[config.mk]
export PLATFORM = sky130hd
export DESIGN_NAME = printer_packet_receiver_flat
export DESIGN_NICKNAME = d
export VERILOG_FILES = /design/src/rtl/ppr_pkg.sv /design/src/rtl/ppr_stream_if.sv /design/src/rtl/printer_packet_receiver.sv /design/src/flat_wrapper.sv
export SDC_FILE = /design/constraint.sdc
export NUM_CORES = 1
export LEC_CHECK = 0
export BUFFER_PORTS_ARGS = -buffer_cell sky130_fd_sc_hd__buf_2
export CAP_MARGIN = 20
export CELL_PAD_IN_SITES_DETAIL_PLACEMENT = 1
export CELL_PAD_IN_SITES_GLOBAL_PLACEMENT = 2
export CORE_ASPECT_RATIO = 0.9
export CORE_MARGIN = 5
export CORE_UTILIZATION = 41
export DETAILED_ROUTE_END_ITERATION = 8
export PLACE_DENSITY_LB_ADDON = 0.1
export SLEW_MARGIN = 30
export SYNTH_ARGS = -nofsm -noshare
export SYNTH_HDL_FRONTEND = slang
export SYNTH_SLANG_ARGS = --single-unit
[constraint.sdc]
create_clock -name clock -period 5.9 [get_ports clock]
set_input_delay 0.885 -clock clock [delete_from_list [all_inputs] [get_ports clock]]
set_output_delay 0.885 -clock clock [all_outputs]
set_load 0.02 [all_outputs]
[src/rtl/ppr_pkg.sv]
// Shared types and constants for the printer packet receiver.
// Used by the channel interfaces and by the receiver module; depends on nothing.

package ppr_pkg;

   // Most data packets the printer holds before it reports overflow.
   localparam int unsigned MaxPackets = 10;

   localparam int unsigned ByteW   = 8;
   localparam int unsigned WordW   = 16;
   localparam int unsigned ActionW = 3;
   localparam int unsigned SlotW   = 4;

   localparam logic [ByteW-1:0] MAGIC_ONE = 8'h88;
   localparam logic [ByteW-1:0] MAGIC_TWO = 8'h33;
   localparam logic [ByteW-1:0] ACK_BYTE  = 8'h81;
   localparam logic [ByteW-1:0] CMD_INIT  = 8'h01;
   localparam logic [ByteW-1:0] CMD_PRINT = 8'h02;
   localparam logic [ByteW-1:0] CMD_DATA  = 8'h04;

   localparam logic [ActionW-1:0] ACT_NONE  = 3'd0;
   localparam logic [ActionW-1:0] ACT_INIT  = 3'd1;
   localparam logic [ActionW-1:0] ACT_PRINT = 3'd2;
   localparam logic [ActionW-1:0] ACT_STORE = 3'd3;
   localparam logic [ActionW-1:0] ACT_DROP  = 3'd4;

   localparam logic [SlotW-1:0] MAX_SLOT = SlotW'(MaxPackets);

   // One result transaction.
   typedef struct packed {
      logic [ByteW-1:0]   reply_byte;
      logic               payload_valid;
      logic [ByteW-1:0]   payload_byte;
      logic               packet_done;
      logic [ByteW-1:0]   command_code;
      logic [ByteW-1:0]   compressed_flag;
      logic               sum_matched;
      logic [ActionW-1:0] action;
      logic [SlotW-1:0]   packet_slot;
   } result_type;

endpackage

[src/rtl/ppr_stream_if.sv]
// Valid/ready channel interfaces for the printer packet receiver.
// Depends on ppr_pkg for field widths.

interface ppr_req_if;
   logic                         valid;
   logic                         ready;
   logic [ppr_pkg::ByteW-1:0]    tx_byte;

   modport source (output valid, output tx_byte, input ready);
   modport sink (input valid, input tx_byte, output ready);
endinterface

interface ppr_rsp_if;
   logic                         valid;
   logic                         ready;
   logic [ppr_pkg::ByteW-1:0]    reply_byte;
   logic                         payload_valid;
   logic [ppr_pkg::ByteW-1:0]    payload_byte;
   logic                         packet_done;
   logic [ppr_pkg::ByteW-1:0]    command_code;
   logic [ppr_pkg::ByteW-1:0]    compressed_flag;
   logic                         sum_matched;
   logic [ppr_pkg::ActionW-1:0]  action;
   logic [ppr_pkg::SlotW-1:0]    packet_slot;

   modport source (
      output valid, output reply_byte, output payload_valid, output payload_byte,
      output packet_done, output command_code, output compressed_flag,
      output sum_matched, output action, output packet_slot, input ready
   );
   modport sink (
      input valid, input reply_byte, input payload_valid, input payload_byte,
      input packet_done, input command_code, input compressed_flag,
      input sum_matched, input action, input packet_slot, output ready
   );
endinterface

[src/rtl/printer_packet_receiver.sv]
// Printer packet receiver: deframes the console's serial byte stream into packets.
// Depends on ppr_pkg and on the channel interfaces in ppr_stream_if.sv.
//
// Usage:
//   The req channel carries one console byte (tx_byte) per transaction. For each
//   one the rsp channel returns exactly one transaction with the printer's reply
//   byte and the decoded packet information: payload bytes are flagged with
//   payload_valid, and the fourth trailer byte raises packet_done together with
//   the command, compression byte, checksum match, action and packet count.
//   A byte goes first into an input register. When the result register is empty
//   or being drained, the packet decoder works on it, updates the packet state
//   and loads the result register, from which rsp offers the result.
//   Throughput is one byte per cycle unless rsp stalls: the input register
//   accepts a new byte whenever its current byte moves on to the result register.
//   When the receiver stalls rsp, the result register holds its transaction, the
//   input register fills, and only then does req.ready fall; no byte is lost.
//   Synchronous reset empties both registers and returns the decoder to hunting
//   for the first magic byte with all counts and sums cleared, including the
//   stored packet count.

module printer_packet_receiver (
   input logic          clock,
   input logic          reset,
   ppr_req_if.sink      req,
   ppr_rsp_if.source    rsp
);

   localparam logic [2:0] PH_HUNT1 = 3'd0;
   localparam logic [2:0] PH_HUNT2 = 3'd1;
   localparam logic [2:0] PH_CMD   = 3'd2;
   localparam logic [2:0] PH_COMP  = 3'd3;
   localparam logic [2:0] PH_LENLO = 3'd4;
   localparam logic [2:0] PH_LENHI = 3'd5;
   localparam logic [2:0] PH_DATA  = 3'd6;
   localparam logic [2:0] PH_TRAIL = 3'd7;

   // Input register.
   logic                         in_valid_ff;
   logic [ppr_pkg::ByteW-1:0]    in_byte_ff;

   // Result register.
   logic                         out_valid_ff;
   ppr_pkg::result_type          result_ff;
   ppr_pkg::result_type          result_in;

   // Packet state.
   logic [2:0]                   phase_ff, phase_in;
   logic [ppr_pkg::ByteW-1:0]    cmd_ff, cmd_in;
   logic [ppr_pkg::ByteW-1:0]    comp_ff, comp_in;
   logic [ppr_pkg::WordW-1:0]    length_ff, length_in;
   logic [ppr_pkg::WordW-1:0]    count_ff, count_in;
   logic [ppr_pkg::WordW-1:0]    sum_ff, sum_in;
   logic [ppr_pkg::WordW-1:0]    trailer_ff, trailer_in;
   logic [ppr_pkg::SlotW-1:0]    stored_ff, stored_in;

   logic                         advance;
   logic                         fire;
   logic [ppr_pkg::WordW-1:0]    sum_plus;
   logic [ppr_pkg::WordW-1:0]    count_plus;
   logic [ppr_pkg::WordW-1:0]    new_length;
   logic                         sums_equal;

   // The input register moves on whenever the result register is empty or
   // being drained in this cycle.
   assign advance   = !out_valid_ff || rsp.ready;
   assign fire      = in_valid_ff && advance;
   assign req.ready = !in_valid_ff || advance;

   assign sum_plus   = sum_ff + {{(ppr_pkg::WordW - ppr_pkg::ByteW){1'b0}}, in_byte_ff};
   assign count_plus = count_ff + 1'b1;
   assign new_length = {in_byte_ff, length_ff[ppr_pkg::ByteW-1:0]};
   assign sums_equal = (sum_ff == trailer_ff);

   always_comb begin
      phase_in   = phase_ff;
      cmd_in     = cmd_ff;
      comp_in    = comp_ff;
      length_in  = length_ff;
      count_in   = count_ff;
      sum_in     = sum_ff;
      trailer_in = trailer_ff;
      stored_in  = stored_ff;
      result_in  = '0;

      case (phase_ff)
         PH_HUNT1: begin
            if (in_byte_ff == ppr_pkg::MAGIC_ONE) begin
               phase_in = PH_HUNT2;
            end
         end
         PH_HUNT2: begin
            // A wrong second byte is not taken as a new first magic byte.
            phase_in = (in_byte_ff == ppr_pkg::MAGIC_TWO) ? PH_CMD : PH_HUNT1;
         end
         PH_CMD: begin
            cmd_in   = in_byte_ff;
            sum_in   = {{(ppr_pkg::WordW - ppr_pkg::ByteW){1'b0}}, in_byte_ff};
            phase_in = PH_COMP;
         end
         PH_COMP: begin
            comp_in  = in_byte_ff;
            sum_in   = sum_plus;
            phase_in = PH_LENLO;
         end
         PH_LENLO: begin
            length_in = {{(ppr_pkg::WordW - ppr_pkg::ByteW){1'b0}}, in_byte_ff};
            sum_in    = sum_plus;
            phase_in  = PH_LENHI;
         end
         PH_LENHI: begin
            length_in = new_length;
            sum_in    = sum_plus;
            count_in  = '0;
            // An empty packet goes straight to the trailer.
            phase_in  = (new_length != '0) ? PH_DATA : PH_TRAIL;
         end
         PH_DATA: begin
            result_in.payload_valid = 1'b1;
            result_in.payload_byte  = in_byte_ff;
            sum_in                  = sum_plus;
            if (count_plus == length_ff) begin
               count_in = '0;
               phase_in = PH_TRAIL;
            end else begin
               count_in = count_plus;
            end
         end
         default: begin
            // Trailer: checksum low, checksum high, ack slot, status slot.
            if (count_ff == 16'd0) begin
               trailer_in = {{(ppr_pkg::WordW - ppr_pkg::ByteW){1'b0}}, in_byte_ff};
            end else if (count_ff == 16'd1) begin
               trailer_in = {in_byte_ff, trailer_ff[ppr_pkg::ByteW-1:0]};
            end else if (count_ff == 16'd2) begin
               if (sums_equal) begin
                  result_in.reply_byte = ppr_pkg::ACK_BYTE;
               end
            end
            if (count_ff >= 16'd3) begin
               result_in.packet_done     = 1'b1;
               result_in.command_code    = cmd_ff;
               result_in.compressed_flag = comp_ff;
               result_in.sum_matched     = sums_equal;
               if (cmd_ff == ppr_pkg::CMD_INIT) begin
                  stored_in        = '0;
                  result_in.action = ppr_pkg::ACT_INIT;
               end else if (cmd_ff == ppr_pkg::CMD_PRINT) begin
                  result_in.action = ppr_pkg::ACT_PRINT;
               end else if (cmd_ff == ppr_pkg::CMD_DATA) begin
                  if (stored_ff < ppr_pkg::MAX_SLOT) begin
                     stored_in        = stored_ff + 1'b1;
                     result_in.action = ppr_pkg::ACT_STORE;
                  end else begin
                     result_in.action = ppr_pkg::ACT_DROP;
                  end
               end
               result_in.packet_slot = stored_in;
               count_in              = '0;
               phase_in              = PH_HUNT1;
            end else begin
               count_in = count_plus;
            end
         end
      endcase
   end

   always_ff @(posedge clock) begin
      if (reset) begin
         in_valid_ff  <= 1'b0;
         out_valid_ff <= 1'b0;
         phase_ff     <= PH_HUNT1;
         cmd_ff       <= '0;
         comp_ff      <= '0;
         length_ff    <= '0;
         count_ff     <= '0;
         sum_ff       <= '0;
         trailer_ff   <= '0;
         stored_ff    <= '0;
      end else begin
         if (req.valid && req.ready) begin
            in_valid_ff <= 1'b1;
         end else if (fire) begin
            in_valid_ff <= 1'b0;
         end
         if (fire) begin
            out_valid_ff <= 1'b1;
         end else if (rsp.ready) begin
            out_valid_ff <= 1'b0;
         end
         if (fire) begin
            phase_ff   <= phase_in;
            cmd_ff     <= cmd_in;
            comp_ff    <= comp_in;
            length_ff  <= length_in;
            count_ff   <= count_in;
            sum_ff     <= sum_in;
            trailer_ff <= trailer_in;
            stored_ff  <= stored_in;
         end
      end
   end

   // Payload registers carry no reset; the valid bits qualify them.
   always_ff @(posedge clock) begin
      if (req.valid && req.ready) begin
         in_byte_ff <= req.tx_byte;
      end
      if (fire) begin
         result_ff <= result_in;
      end
   end

   assign rsp.valid           = out_valid_ff;
   assign rsp.reply_byte      = result_ff.reply_byte;
   assign rsp.payload_valid   = result_ff.payload_valid;
   assign rsp.payload_byte    = result_ff.payload_byte;
   assign rsp.packet_done     = result_ff.packet_done;
   assign rsp.command_code    = result_ff.command_code;
   assign rsp.compressed_flag = result_ff.compressed_flag;
   assign rsp.sum_matched     = result_ff.sum_matched;
   assign rsp.action          = result_ff.action;
   assign rsp.packet_slot     = result_ff.packet_slot;

`ifndef SYNTHESIS
   // The packet count never passes the limit.
   a_stored_limit: assert property (@(posedge clock) disable iff (reset)
      stored_ff <= ppr_pkg::MAX_SLOT)
      else $error("stored packet count above limit");

   // A payload byte never completes a packet.
   a_payload_not_done: assert property (@(posedge clock) disable iff (reset)
      (out_valid_ff && result_ff.payload_valid) |-> !result_ff.packet_done)
      else $error("payload byte flagged as packet end");

   // Only the acknowledge code is ever returned besides zero.
   a_reply_code: assert property (@(posedge clock) disable iff (reset)
      (out_valid_ff && result_ff.reply_byte != '0) |->
         (result_ff.reply_byte == ppr_pkg::ACK_BYTE && !result_ff.packet_done))
      else $error("unexpected reply byte");

   // A byte held in the input register while the output stalls stays there.
   a_input_held: assert property (@(posedge clock) disable iff (reset)
      (in_valid_ff && !advance) |=> (in_valid_ff && $stable(in_byte_ff)))
      else $error("input byte lost during stall");

   // The decoder only changes state when a byte is processed.
   a_state_quiet: assert property (@(posedge clock) disable iff (reset)
      !fire |=> ($stable(phase_ff) && $stable(sum_ff) && $stable(stored_ff)))
      else $error("packet state changed without a byte");
`endif

endmodule
[src/flat_wrapper.sv]
// flat-port wrapper written by rule: the top's interface ports become plain ports
module printer_packet_receiver_flat 
  (clock, reset, req_valid, req_tx_byte, req_ready, rsp_valid, rsp_reply_byte, rsp_payload_valid, rsp_payload_byte, rsp_packet_done, rsp_command_code, rsp_compressed_flag, rsp_sum_matched, rsp_action, rsp_packet_slot, rsp_ready);
  ppr_req_if req_i ();
  ppr_rsp_if rsp_i ();
  input logic clock;
  input logic reset;
  input wire logic [$bits(req_i.valid)-1:0] req_valid;
  input wire logic [$bits(req_i.tx_byte)-1:0] req_tx_byte;
  output wire logic [$bits(req_i.ready)-1:0] req_ready;
  output wire logic [$bits(rsp_i.valid)-1:0] rsp_valid;
  output wire logic [$bits(rsp_i.reply_byte)-1:0] rsp_reply_byte;
  output wire logic [$bits(rsp_i.payload_valid)-1:0] rsp_payload_valid;
  output wire logic [$bits(rsp_i.payload_byte)-1:0] rsp_payload_byte;
  output wire logic [$bits(rsp_i.packet_done)-1:0] rsp_packet_done;
  output wire logic [$bits(rsp_i.command_code)-1:0] rsp_command_code;
  output wire logic [$bits(rsp_i.compressed_flag)-1:0] rsp_compressed_flag;
  output wire logic [$bits(rsp_i.sum_matched)-1:0] rsp_sum_matched;
  output wire logic [$bits(rsp_i.action)-1:0] rsp_action;
  output wire logic [$bits(rsp_i.packet_slot)-1:0] rsp_packet_slot;
  input wire logic [$bits(rsp_i.ready)-1:0] rsp_ready;
  assign req_i.valid = req_valid;
  assign req_i.tx_byte = req_tx_byte;
  assign req_ready = req_i.ready;
  assign rsp_valid = rsp_i.valid;
  assign rsp_reply_byte = rsp_i.reply_byte;
  assign rsp_payload_valid = rsp_i.payload_valid;
  assign rsp_payload_byte = rsp_i.payload_byte;
  assign rsp_packet_done = rsp_i.packet_done;
  assign rsp_command_code = rsp_i.command_code;
  assign rsp_compressed_flag = rsp_i.compressed_flag;
  assign rsp_sum_matched = rsp_i.sum_matched;
  assign rsp_action = rsp_i.action;
  assign rsp_packet_slot = rsp_i.packet_slot;
  assign rsp_i.ready = rsp_ready;
  printer_packet_receiver u_core (.clock(clock), .reset(reset), .req(req_i), .rsp(rsp_i));
endmodule
=== Word-level counts from Yosys, hierarchy flattened ===
Cells that the tools add are included.

* Bits of input ports: 12
* Word-level logic and storage cells: 112
* Output and inout bits: 44
* Flip-flop bits (word level): 139

* Bitwise logic cells: 6
* Muxes and demuxes: 28
* Equality and inequality tests: 17
* Reduce and logical (&&, ||, !) cells: 32
* Magnitude comparators: 2
* $add $sub $neg: 3

{| class="wikitable"
|+ Operator list
! operator !! number
|-
| two-way mux 16 bit || 4
|-
| one-hot mux 16 bit (2 select lines) || 2
|-
| one-hot mux 16 bit (3 select lines) || 1
|-
| equality test 16 bit || 2
|-
| two-way mux 25 bit || 1
|-
| two-way mux 3 bit || 7
|-
| one-hot mux 3 bit (7 select lines) || 1
|-
| adder 16 x 1 -> 16 bit (second input constant) || 1
|-
| adder 16 x 8 -> 16 bit || 1
|-
| equality test 16 x 1 -> 1 bit (second input constant) || 1
|-
| equality test 16 x 2 -> 1 bit (second input constant) || 1
|-
| greater-or-equal comparator 16 x 2 -> 1 bit (second input constant) || 1
|-
| zero test 16 bit || 1
|-
| two-way mux 4 bit || 4
|-
| nonzero test 16 bit || 1
|-
| AND reduction 3 bit || 4
|-
| OR reduction 11 bit || 1
|-
| AND reduction 2 bit || 5
|-
| nonzero test 2 bit || 5
|-
| OR reduction 10 bit || 1
|-
| equality test 3 bit (second input constant) || 3
|-
| two-way mux 9 bit || 1
|-
| OR reduction 9 bit || 1
|-
| equality test 8 x 1 -> 1 bit (second input constant) || 1
|-
| other kinds (23) || 37
|}

=== Depth between registers and ports, before layout ===
Gate-level depths: netlist (run 1).

* Depth in word-level cells: 6
* Gate-level depth with buffers: 12
* Mapped depth without buffers: 12

=== Worst setup path after synthesis (run 1) ===
Ideal clock, no wire load.

* Path kind: input -> register
* From: in rsp_ready
* To: reg u_core.count_ff[13] (netlist name)
* Path buffers: 2
* Data required time: 5.815 ns
* Stages: 9
* Data arrival time: 3.451 ns
* Setup slack: 2.364 ns
* Cells stage by stage: nor2b_1 -> nand2b_1 -> clkbuf_1 -> clkinv_1 -> nand3b_1 -> and2_1 -> clkbuf_1 -> o2bb2a_1 -> o31ai_2

* Word-level cells in the longest chain between the ends: 3

{| class="wikitable"
|+ Ends and longest elaborated chain
! item !! RTL line !! RTL
|-
| from (decl) || flat_wrapper.sv:21 || <nowiki>input wire logic [$bits(rsp_i.ready)-1:0] rsp_ready;</nowiki>
|-
| logical OR 1 bit || printer_packet_receiver.sv:65 || <nowiki>assign advance = !out_valid_ff || rsp.ready;</nowiki>
|-
| logical AND 1 bit || printer_packet_receiver.sv:66 || <nowiki>assign fire = in_valid_ff && advance;</nowiki>
|-
| net u_core.fire || printer_packet_receiver.sv:57 || <nowiki>logic fire;</nowiki>
|-
| AND reduction 2 bit (no source line) || -- ||
|-
| to (signal assigned) || printer_packet_receiver.sv:195 || <nowiki>count_ff <= count_in;</nowiki>
|-
| to (decl) || printer_packet_receiver.sv:51 || <nowiki>logic [ppr_pkg::WordW-1:0] count_ff, count_in;</nowiki>
|}

The timed path passes the listed nets, and every way through them passes these cells.
A chain may end at the register's enable or synchronous reset.

=== Final worst setup path (run 1) ===
* From: reg u_core.count_ff[0] (netlist name)
* To: reg u_core.count_ff[3] (netlist name)

* Word-level cells in the longest chain between the ends: 4
* Elaborated cells between the ends (all ways): 6

{| class="wikitable"
|+ Ends and longest elaborated chain
! item !! RTL line !! RTL
|-
| adder 16 x 1 -> 16 bit || printer_packet_receiver.sv:70 || <nowiki>assign count_plus = count_ff + 1'b1;</nowiki>
|-
| equality test 16 bit || printer_packet_receiver.sv:121 || <nowiki>if (count_plus == length_ff) begin</nowiki>
|-
| two-way mux 16 bit || printer_packet_receiver.sv:121 ||
|-
| one-hot mux 16 bit (3 select lines) * || printer_packet_receiver.sv:85 || <nowiki>case (phase_ff)</nowiki>
|}

Every way passes the cells marked *; elsewhere a longest branch is shown, timed or not.

==> results of run 1 <==
[layout by cell type, fill, tap and decap left out, types with 7 or more instances in the layout]
master,instances
dfxtp_1,89
nor2_1,87
nand2_1,65
buf_2,49
edfxtp_1,43
mux2i_1,32
xor2_1,28
a21oi_1,26
and2_1,26
o21ai_0,22
xnor2_1,20
nor3_1,20
clkbuf_16,19
inv_1,18
nand3_1,17
nor4_1,14
ha_1,13
a22oi_1,11
a31oi_1,8
nand4_1,7
[cells by family (layout without fill, tap and decap cells)]
group,Yosys count,count (layout)
AO/OA/AOI/OAI,123,123
XOR/XNOR,48,48
adder cells (fa/ha/maj),14,14
buffers and inverters,71,105
flip-flops,132,132
multiplexers,33,33
other,1,6
AND/OR/NAND/NOR,277,277
[final cells by class]
class                           instances  area, um2
Clock buffer                           22      506.7
Clock inverter                         10      68.82
Fill cell                            1858       8509
Inverter                               19      71.32
Multi-Input combinational cell        501       3194
Sequential cell                       132       3073
Tap cell                              207      259.0
Timing Repair Buffer                   54      282.8
[per-stage QoR]
step,util,hold WS (ns),cell area [um2],power (mW),cells
6_report,0.4670,0.4695,7456,2.126,945
5_1_grt,0.4670,0.5070,7456,2.208,945
4_1_cts,0.4669,0.4767,7453,2.147,945
3_5_place_dp,0.4308,0.4666,6878,1.127,913
3_3_place_gp,0.4308,0.4541,6878,1.123,913
2_1_floorplan,-,0.4392,6598,1.083,704
[power by group]
part | leakage [nW] | switching, mW | internal [mW] | total [mW]
Clock | 0.287 | 0.409 | 0.610 | 1.02
Combinational | 1.53 | 0.0895 | 0.0355 | 0.125
Sequential | 1.10 | 0.0254 | 0.957 | 0.982
Total | 2.92 | 0.523 | 1.60 | 2.13
[worst max-delay path by stage]
stage / cells after the start / startpoint / slack (ns) / to
floorplan: 9 / rsp_ready / 2.36 / u_core.count_ff[13]
global placement: 10 / u_core.count_ff[0] / 2.55 / u_core.count_ff[3]
detailed placement: 10 / u_core.count_ff[0] / 2.40 / u_core.count_ff[3]
CTS: 10 / u_core.count_ff[0] / 2.40 / u_core.count_ff[3]
global route: 10 / u_core.count_ff[0] / 1.98 / u_core.count_ff[3]
finish: 10 / u_core.count_ff[0] / 2.38 / u_core.count_ff[3]
[layer usage]
metal	global-route usage	vias up	wire [um]
met5	0	-	0
met2	0.3118	139	8113
met3	0.04947	8	1200
li1	-	2526	-
met1	0.2936	2570	8846
met4	0.04264	0	137
[critical path, delay by kind of cell, from the launching register on]
family / cells / cell delay (ns)
adders and majority gates: 1 / 0.41
AOI/OAI and AO/OA: 6 / 1.55
and+or+nand+nor: 3 / 0.92
DFF: 1 / 0.51
[synth_stat cells (all sizes together), types with 2 or more instances]
library cell and instances:
dfxtp 89, nor2 88, nand2 65, edfxtp 43, mux2i 32, clkbuf 31
xor2 28, a21oi 26, and2 26, o21ai 26, nor3 22, buf 21
xnor2 20, inv 18, nand3 17, nor4 14, ha 13, a22oi 11
nand4 9, a31oi 8, o31ai 7, a211oi 6, and3 6, nor2b 6
or3 6, a2111oi 5, a22o 5, nand3b 5, o2bb2a 5, a311oi 4
and4 4, o211ai 4, a21o 3, nand2b 3, a21boi 2, nand4b 2
o2111ai 2, o311ai 2, or2 2
[state kept, by name, indices dropped and copies added (netlist names), 16 cells and up]
signal             flops
u_core.count_ff       16
u_core.length_ff      16
u_core.sum_ff         16
u_core.trailer_ff     16
==> results.sh, run 1 <==
export IMPL_h_tree_depth=4
export IMPL_synth_largest_area_cell="dfxtp_1"
export IMPL_rows=44
export IMPL_layout_drive_gt1_share=0.1409
export IMPL_p_leak_nw=2.920
export IMPL_hp_start="u_core.cmd_ff[6]"
export IMPL_r2r_slack_ns=2.38
export IMPL_synth_edf_count=43
export IMPL_synth_seq_cells=132
export IMPL_finClkSkew_ns=0.01194
export IMPL_die_area_um2=18680
export IMPL_cts_resized=0
export IMPL_clk_pin_slew_ns=0.06
export IMPL_synth_flop_cell="dfxtp_1"
export IMPL_drtPass1Iterations=4
export IMPL_worst_pin_slew_ns=0.9892
export IMPL_routed_wl_um=18300
export IMPL_synthMuxAreaShare=0.05040
export IMPL_p_per_area_nw_per_um2=285.1
export IMPL_cp_slowest_cell="dfxtp_1"
export IMPL_numPortBuffers=49
export IMPL_overflow=0
export IMPL_synth_simple_area_share=0.2064
export IMPL_drcViolationCount=0
export IMPL_viasPerCell=5.548
export IMPL_ys_async_sr_fraction=0
export IMPL_synth_compound_area_frac=0.1333
export IMPL_grt_use_total=0.2035
export IMPL_synth_top_family_by_area="simple AND/OR/NAND/NOR gates"
export IMPL_synthAdderAreaFrac=0.02777
export IMPL_hold_class="reg2reg"
export IMPL_netlist_area_um2=6579
export IMPL_drt_iter0_markers=291
export IMPL_synth_cell_type_count=66
export IMPL_yosys_area_top_type_share=0.2708
export IMPL_cts_hold_buf=0
export IMPL_cap_violations=0
export IMPL_cp_start_kind="register"
export IMPL_cp_cell_sequence="ha_1 > nand3_1 > a31oi_1 > o311ai_0 > a2111oi_2 > nand4b_1 > o21ai_2 > a21o_1 > or2_1 > o21ai_0"
export IMPL_routabilityCongestion=0.8648
export IMPL_synth_avg_cell_area_um2=9.412
export IMPL_cts_root_buffer="clkbuf_16"
export IMPL_rsz0062_at_grt="no"
export IMPL_setup_viol=0
export IMPL_fin_ws_ns=2.383
export IMPL_yosys_top_cells_area="dfxtp_1 27%, edfxtp_1 20%, nor2_1 5.0%"
export IMPL_boundaryPins=56
export IMPL_slowest_delay_ns=0.51
export IMPL_core_area_um2=15970
export IMPL_timing_rr_start="u_core.count_ff[0]"
export IMPL_max_slew_margin_rel=0.3335
export IMPL_min_period_ns=3.517
export IMPL_grt_pass1_vias=5217
export IMPL_crit_fanout=12
export IMPL_num_vias=5243
export IMPL_fin_tns_setup_ns=0
export IMPL_die_y_um=130.2
export IMPL_ir_worst_vdd_mv=0.2043
export IMPL_cts_tree="done"
export IMPL_place_hpwl_um=12980
export IMPL_r2r_cells=10
export IMPL_dp_slack_ns=2.400
export IMPL_worstSkewPairLatency_ns=0.42
export IMPL_die_w_um=143.5
export IMPL_clock_sinks=132
export IMPL_area_growth_pct=13.33
export IMPL_yosysWarnings=0
export IMPL_status="finished clean"
export IMPL_fmax_mhz=284.3
export IMPL_cp_required_ns=6.19
export IMPL_path_class="reg2reg"
export IMPL_postCtsSetupBuffers=0
export IMPL_antenna_found_initial=1
export IMPL_cp_end_kind="register"
export IMPL_grt_max_degree=40
export IMPL_arrival_ns=3.81
export IMPL_final_max_slew_viol_count=0
export IMPL_final_nets=751
export IMPL_hold_path_end="u_core.cmd_ff[6]"
export IMPL_wire_per_inst_um=19.36
export IMPL_hold_depth=2
export IMPL_r2r_end="u_core.count_ff[3]"
export IMPL_start_util=0.4121
export IMPL_finalCritPeriodShare=0.5961
export IMPL_cts_made_buffers=17
export IMPL_hold_viol=0
export IMPL_antenna_cells=0
export IMPL_clockBufferDepth=2
export IMPL_grt_pass1_wl_um=29260
export IMPL_yosysSeqAreaShare=0.4671
export IMPL_synth_cells=699
export IMPL_final_antenna_net_count=0
export IMPL_synth_xor_area_share=0.06390
Note: power is estimated with default switching activity, not from simulation.
==> inputs of run 2 (changes only) <==
Settings changed: CORE_UTILIZATION 41 to 38.
Clock period 5.9 ns to 3.64 ns, I/O delays scaled along.
==> run 2 against run 1 <==
First-iteration DRC count fell by 12%; power rose by 75%; flip-flop and latch count did not move; global-route usage fell by 1.6 points; worst hold slack got worse by 0.17 ns; cell count rose by 4.0%; routed wire length barely moved; utilization fell by 1.6 points; largest power group unchanged.
==> results.sh, run 2 (synthesis gave the netlist of run 1 again) <==
export IMPL_final_nets=761
export IMPL_min_period_ns=3.215
export IMPL_ir_worst_vdd_mv=0.3225
export IMPL_status="finished clean"
export IMPL_final_max_slew_viol_count=0
export IMPL_cts_resized=0
export IMPL_finalCritPeriodShare=0.8833
export IMPL_h_tree_depth=4
export IMPL_grt_pass1_vias=5333
export IMPL_cp_start_kind="register"
export IMPL_cts_tree="done"
export IMPL_cp_cell_sequence="ha_1 > buf_4 > and3_1 > a31oi_1 > or3_1 > a32o_1 > o2111ai_2 > o21ai_2 > a211oi_2 > a21oi_1 > o21ai_0"
export IMPL_cp_required_ns=3.98
export IMPL_p_sw_frac=0.2343
export IMPL_die_y_um=134.8
export IMPL_clockPowerShare=0.512
export IMPL_antenna_cells=0
export IMPL_grt_use_total=0.1870
export IMPL_viasPerCell=5.334
export IMPL_final_antenna_net_count=0
export IMPL_p_int_mw=2.847
export IMPL_area_growth_pct=16.18
export IMPL_fin_ws_ns=0.4247
export IMPL_numPortBuffers=49
export IMPL_core_area_um2=16950
export IMPL_routed_wl_um=18280
export IMPL_cap_violations=0
export IMPL_grt_max_degree=53
export IMPL_mostFrequentLayoutCells="89 x dfxtp_1, 88 x nor2_1, 65 x nand2_1, 49 x buf_2, 43 x edfxtp_1"
export IMPL_die_area_um2=20050
export IMPL_fin_tns_setup_ns=0
export IMPL_drt_iter0_markers=256
export IMPL_p_per_area_nw_per_um2=486.5
export IMPL_cp_slowest_cell="a211oi_2"
export IMPL_cts_made_buffers=17
export IMPL_p_seq_frac=0.424
export IMPL_cts_root_buffer="clkbuf_16"
export IMPL_layout_drive_gt1_share=0.1511
export IMPL_max_slew_margin_rel=0.3798
export IMPL_finClkSkew_ns=0.01032
export IMPL_worst_pin_slew_ns=0.9252
export IMPL_p_switching_mw=0.8714
export IMPL_worstSkewPairLatency_ns=0.42
export IMPL_drcViolationCount=0
export IMPL_clockBufferDepth=2
export IMPL_cp_end_kind="register"
export IMPL_routabilityCongestion=0.9004
export IMPL_arrival_ns=3.56
export IMPL_hold_class="in2reg"
export IMPL_wire_per_inst_um=18.60
export IMPL_combPwrFrac=0.064
export IMPL_num_vias=5243
export IMPL_dp_slack_ns=0.4865
export IMPL_grt_pass1_wl_um=29150
export IMPL_overflow=0
export IMPL_drtPass1Iterations=4
export IMPL_crit_fanout=9
export IMPL_clk_pin_slew_ns=0.06
export IMPL_slowest_delay_ns=0.67
export IMPL_clock_sinks=132
export IMPL_hold_viol=0
export IMPL_final_common_cell="dfxtp_1"
export IMPL_fmax_mhz=311.0
export IMPL_rsz0062_at_grt="no"
export IMPL_cts_hold_buf=0
export IMPL_p_leak_nw=2.994
export IMPL_die_w_um=148.7
export IMPL_place_hpwl_um=12950
export IMPL_start_util=0.3882
export IMPL_path_class="reg2reg"
export IMPL_setup_viol=0
export IMPL_postCtsSetupBuffers=0
export IMPL_rows=45
export IMPL_antenna_found_initial=0
export IMPL_boundaryPins=56
-- run 2: metal layers --
layer  share of wire  vias up  global-route usage  wire length (um)
met5               0        -                   0                 0
met4           0.011        0             0.04669               199
met3           0.051       19             0.05067               937
met2            0.45      114              0.2916              8141
met1            0.49     2582              0.2585              9003
li1                -     2528                   -                 -
-- run 2: power by group through the flow --
stage | Clock, mW | Combinational [mW] | Sequential, mW
2_1_floorplan | 0 | 0.134 | 1.62
3_3_place_gp | 0 | 0.233 | 1.61
3_5_place_dp | 0 | 0.237 | 1.61
4_1_cts | 1.95 | 0.238 | 1.58
5_1_grt | 2.01 | 0.256 | 1.58
6_report | 1.90 | 0.238 | 1.58
-- run 2: final timing paths --
kind                                    startpoint                    to  slack [ns]  depth (start not counted)
worst max-delay path            u_core.count_ff[0]    u_core.count_ff[6]        0.42                         11
worst min-delay path                req_tx_byte[6]  u_core.in_byte_ff[6]        0.30                          1
worst max register to register  u_core.count_ff[0]    u_core.count_ff[6]        0.42                         11
worst min register to register    u_core.cmd_ff[6]      u_core.cmd_ff[6]        0.47                          2
-- run 2: area by class of cell --
class                           count  area [um2]
Multi-Input combinational cell    501        3192
Clock inverter                     14       226.5
Inverter                           19       71.32
Sequential cell                   132        3073
Timing Repair Buffer               64       357.8
Fill cell                        1936        9304
Clock buffer                       18       429.2
Tap cell                          235       294.0
-- run 2: worst max-delay path: cells and delay by family (launching register included) --
| family | cells | cell delay (ns) |
|---|---|---|
| buffers and inverters | 1 | 0.17 |
| and+or+nand+nor | 2 | 0.67 |
| AOI/OAI and AO/OA | 7 | 1.55 |
| DFF | 1 | 0.51 |
| adders and majority gates | 1 | 0.25 |
-- run 2: metrics by stage --
stage | instances | power, mW | utilization | hold slack [ns] | cell area (um2)
floorplan | 704 | 1.755 | - | 0.4392 | 6598
global placement | 951 | 1.840 | 0.4123 | 0.4542 | 6988
detailed placement | 951 | 1.845 | 0.4123 | 0.4690 | 6988
CTS | 983 | 3.764 | 0.4510 | 0.2843 | 7644
global route | 983 | 3.845 | 0.4510 | 0.2713 | 7644
finish | 983 | 3.719 | 0.4510 | 0.2999 | 7644
==> inputs of run 3 (changes only) <==
Settings changed: BUFFER_PORTS_ARGS -buffer_cell sky130_fd_sc_hd__buf_2 to unset, CELL_PAD_IN_SITES_DETAIL_PLACEMENT 1 to 0, CELL_PAD_IN_SITES_GLOBAL_PLACEMENT 2 to 1, CORE_UTILIZATION 38 to 49, DONT_BUFFER_PORTS set to 1.
==> run 3 against run 2 <==
Utilization rose by 9.9 points; die area fell by 21%; sequential power barely moved; power fell by 4.0%; count of clock-buffer cells in the layout rose by 1.
==> results.sh, run 3 (synthesis gave the netlist of run 1 again) <==
export IMPL_final_antenna_net_count=0
export IMPL_final_nets=715
export IMPL_drt_iter0_markers=408
export IMPL_worstSkewPairLatency_ns=0.42
export IMPL_cp_required_ns=3.95
export IMPL_max_slew_margin_rel=0.4640
export IMPL_crit_fanout=12
export IMPL_p_sw_frac=0.2301
export IMPL_drcViolationCount=0
export IMPL_layout_drive_gt1_share=0.09402
export IMPL_cp_cell_sequence="ha_1 > nand3_1 > a31oi_1 > o311ai_0 > a2111oi_2 > nand4b_1 > o21ai_2 > a21o_1 > or2_4 > o21ai_0"
export IMPL_ir_worst_vdd_mv=0.3524
export IMPL_postCtsSetupBuffers=0
export IMPL_numPortBuffers=0
export IMPL_cp_slowest_cell="dfxtp_1"
export IMPL_r2r_end="u_core.count_ff[3]"
export IMPL_antenna_cells=0
export IMPL_slowest_delay_ns=0.50
export IMPL_hold_depth=1
export IMPL_routabilityCongestion=0.9041
export IMPL_final_max_slew_viol_count=0
export IMPL_rows=40
export IMPL_r2r_slack_ns=0.30
export IMPL_boundaryPins=56
export IMPL_cts_tree="done"
export IMPL_cts_made_buffers=17
export IMPL_overflow=0
export IMPL_fin_tns_setup_ns=0
export IMPL_cap_violations=0
export IMPL_drtPass1Iterations=5
export IMPL_cts_root_buffer="clkbuf_16"
export IMPL_hold_path_end="u_core.phase_ff[0]"
export IMPL_rsz0062_at_grt="no"
export IMPL_die_w_um=132.1
export IMPL_combPwrFrac=0.046
export IMPL_antenna_found_initial=0
export IMPL_num_vias=5051
export IMPL_start_util=0.4960
export IMPL_area_growth_pct=10.95
export IMPL_hp_start="reset"
export IMPL_utilization=0.5504
export IMPL_clk_pin_slew_ns=0.06
export IMPL_min_period_ns=3.340
export IMPL_cts_hold_buf=0
export IMPL_cp_end_kind="register"
export IMPL_mostFrequentLayoutCells="89 x dfxtp_1, 88 x nor2_1, 65 x nand2_1, 43 x edfxtp_1, 32 x mux2i_1"
export IMPL_p_leak_nw=2.816
export IMPL_clockPowerShare=0.504
export IMPL_timing_rr_start="u_core.count_ff[0]"
export IMPL_core_area_um2=13260
export IMPL_hold_class="in2reg"
export IMPL_p_per_area_nw_per_um2=488.9
export IMPL_place_hpwl_um=11390
export IMPL_r2r_cells=10
export IMPL_p_int_mw=2.748
export IMPL_finalCritPeriodShare=0.9176
export IMPL_grt_pass1_vias=4725
export IMPL_clock_sinks=132
export IMPL_viasPerCell=5.806
export IMPL_cp_start_kind="register"
export IMPL_arrival_ns=3.65
export IMPL_finClkSkew_ns=0.01047
export IMPL_fmax_mhz=299.4
export IMPL_die_y_um=119.9
export IMPL_grt_use_total=0.2097
export IMPL_clockBufferDepth=2
export IMPL_grt_pass1_wl_um=26100
export IMPL_p_switching_mw=0.8212
export IMPL_hold_viol=0
export IMPL_grt_max_degree=71
export IMPL_cts_resized=0
export IMPL_h_tree_depth=4
export IMPL_wire_per_inst_um=18.77
export IMPL_die_area_um2=15850
export IMPL_final_common_cell="dfxtp_1"
export IMPL_worst_pin_slew_ns=0.7996
export IMPL_p_seq_frac=0.450
export IMPL_setup_viol=0
export IMPL_status="finished clean"
export IMPL_routed_wl_um=16330
export IMPL_path_class="reg2reg"
[run 3: how the worst max path moves through the flow]
stage / startpoint / to / depth (start not counted)
CTS: u_core.count_ff[0] / u_core.count_ff[3] / 10
finish: u_core.count_ff[0] / u_core.count_ff[3] / 10
floorplan: rsp_ready / u_core.count_ff[13] / 9
detailed placement: u_core.count_ff[0] / u_core.count_ff[3] / 10
global route: u_core.count_ff[0] / u_core.count_ff[3] / 10
global placement: u_core.count_ff[0] / u_core.count_ff[3] / 10
[run 3: critical path, delay by kind of cell, from the launching register on]
kind / cells / cell delay [ns]
and+or+nand+nor: 3 / 0.83
DFF: 1 / 0.50
adders and majority gates: 1 / 0.41
AOI/OAI and AO/OA: 6 / 1.48
[run 3: per-stage QoR]
stage               cell area, um2  instances  hold WS [ns]  power [mW]  setup slack (ns)
detailed placement            6681        838        0.4597       1.800            0.1125
CTS                           7297        870        0.1952       3.592            0.1230
floorplan                     6598        704        0.4392       1.755            0.4426
global route                  7300        870        0.2011       3.680           0.09477
finish                        7300        870        0.2035       3.569            0.3001
global placement              6681        838        0.4488       1.800            0.2307
[run 3: final cells by class]
type	instances	area (um2)
clock inverters	13	182.7
flip-flops and latches	132	3073
clock buffers	19	432.9
inverters	19	71.32
well taps	168	210.2
multi-input cells	501	3194
fillers	1183	5963
repair buffers	18	135.1
[run 3: layer usage]
layer,up-vias,share of wire,global-route usage
met5,-,0,0
met4,0,0.023,0.07648
met3,26,0.068,0.05616
met2,190,0.42,0.2996
met1,2386,0.49,0.3037
li1,2449,-,-
[run 3: power groups by stage]
| stage | registers (mW) | clock network [mW] | logic (mW) |
|---|---|---|---|
| finish | 1.61 | 1.80 | 0.165 |
| global route | 1.61 | 1.89 | 0.179 |
| CTS | 1.61 | 1.82 | 0.163 |
| detailed placement | 1.64 | 0 | 0.162 |
| global placement | 1.64 | 0 | 0.162 |
| floorplan | 1.62 | 0 | 0.134 |
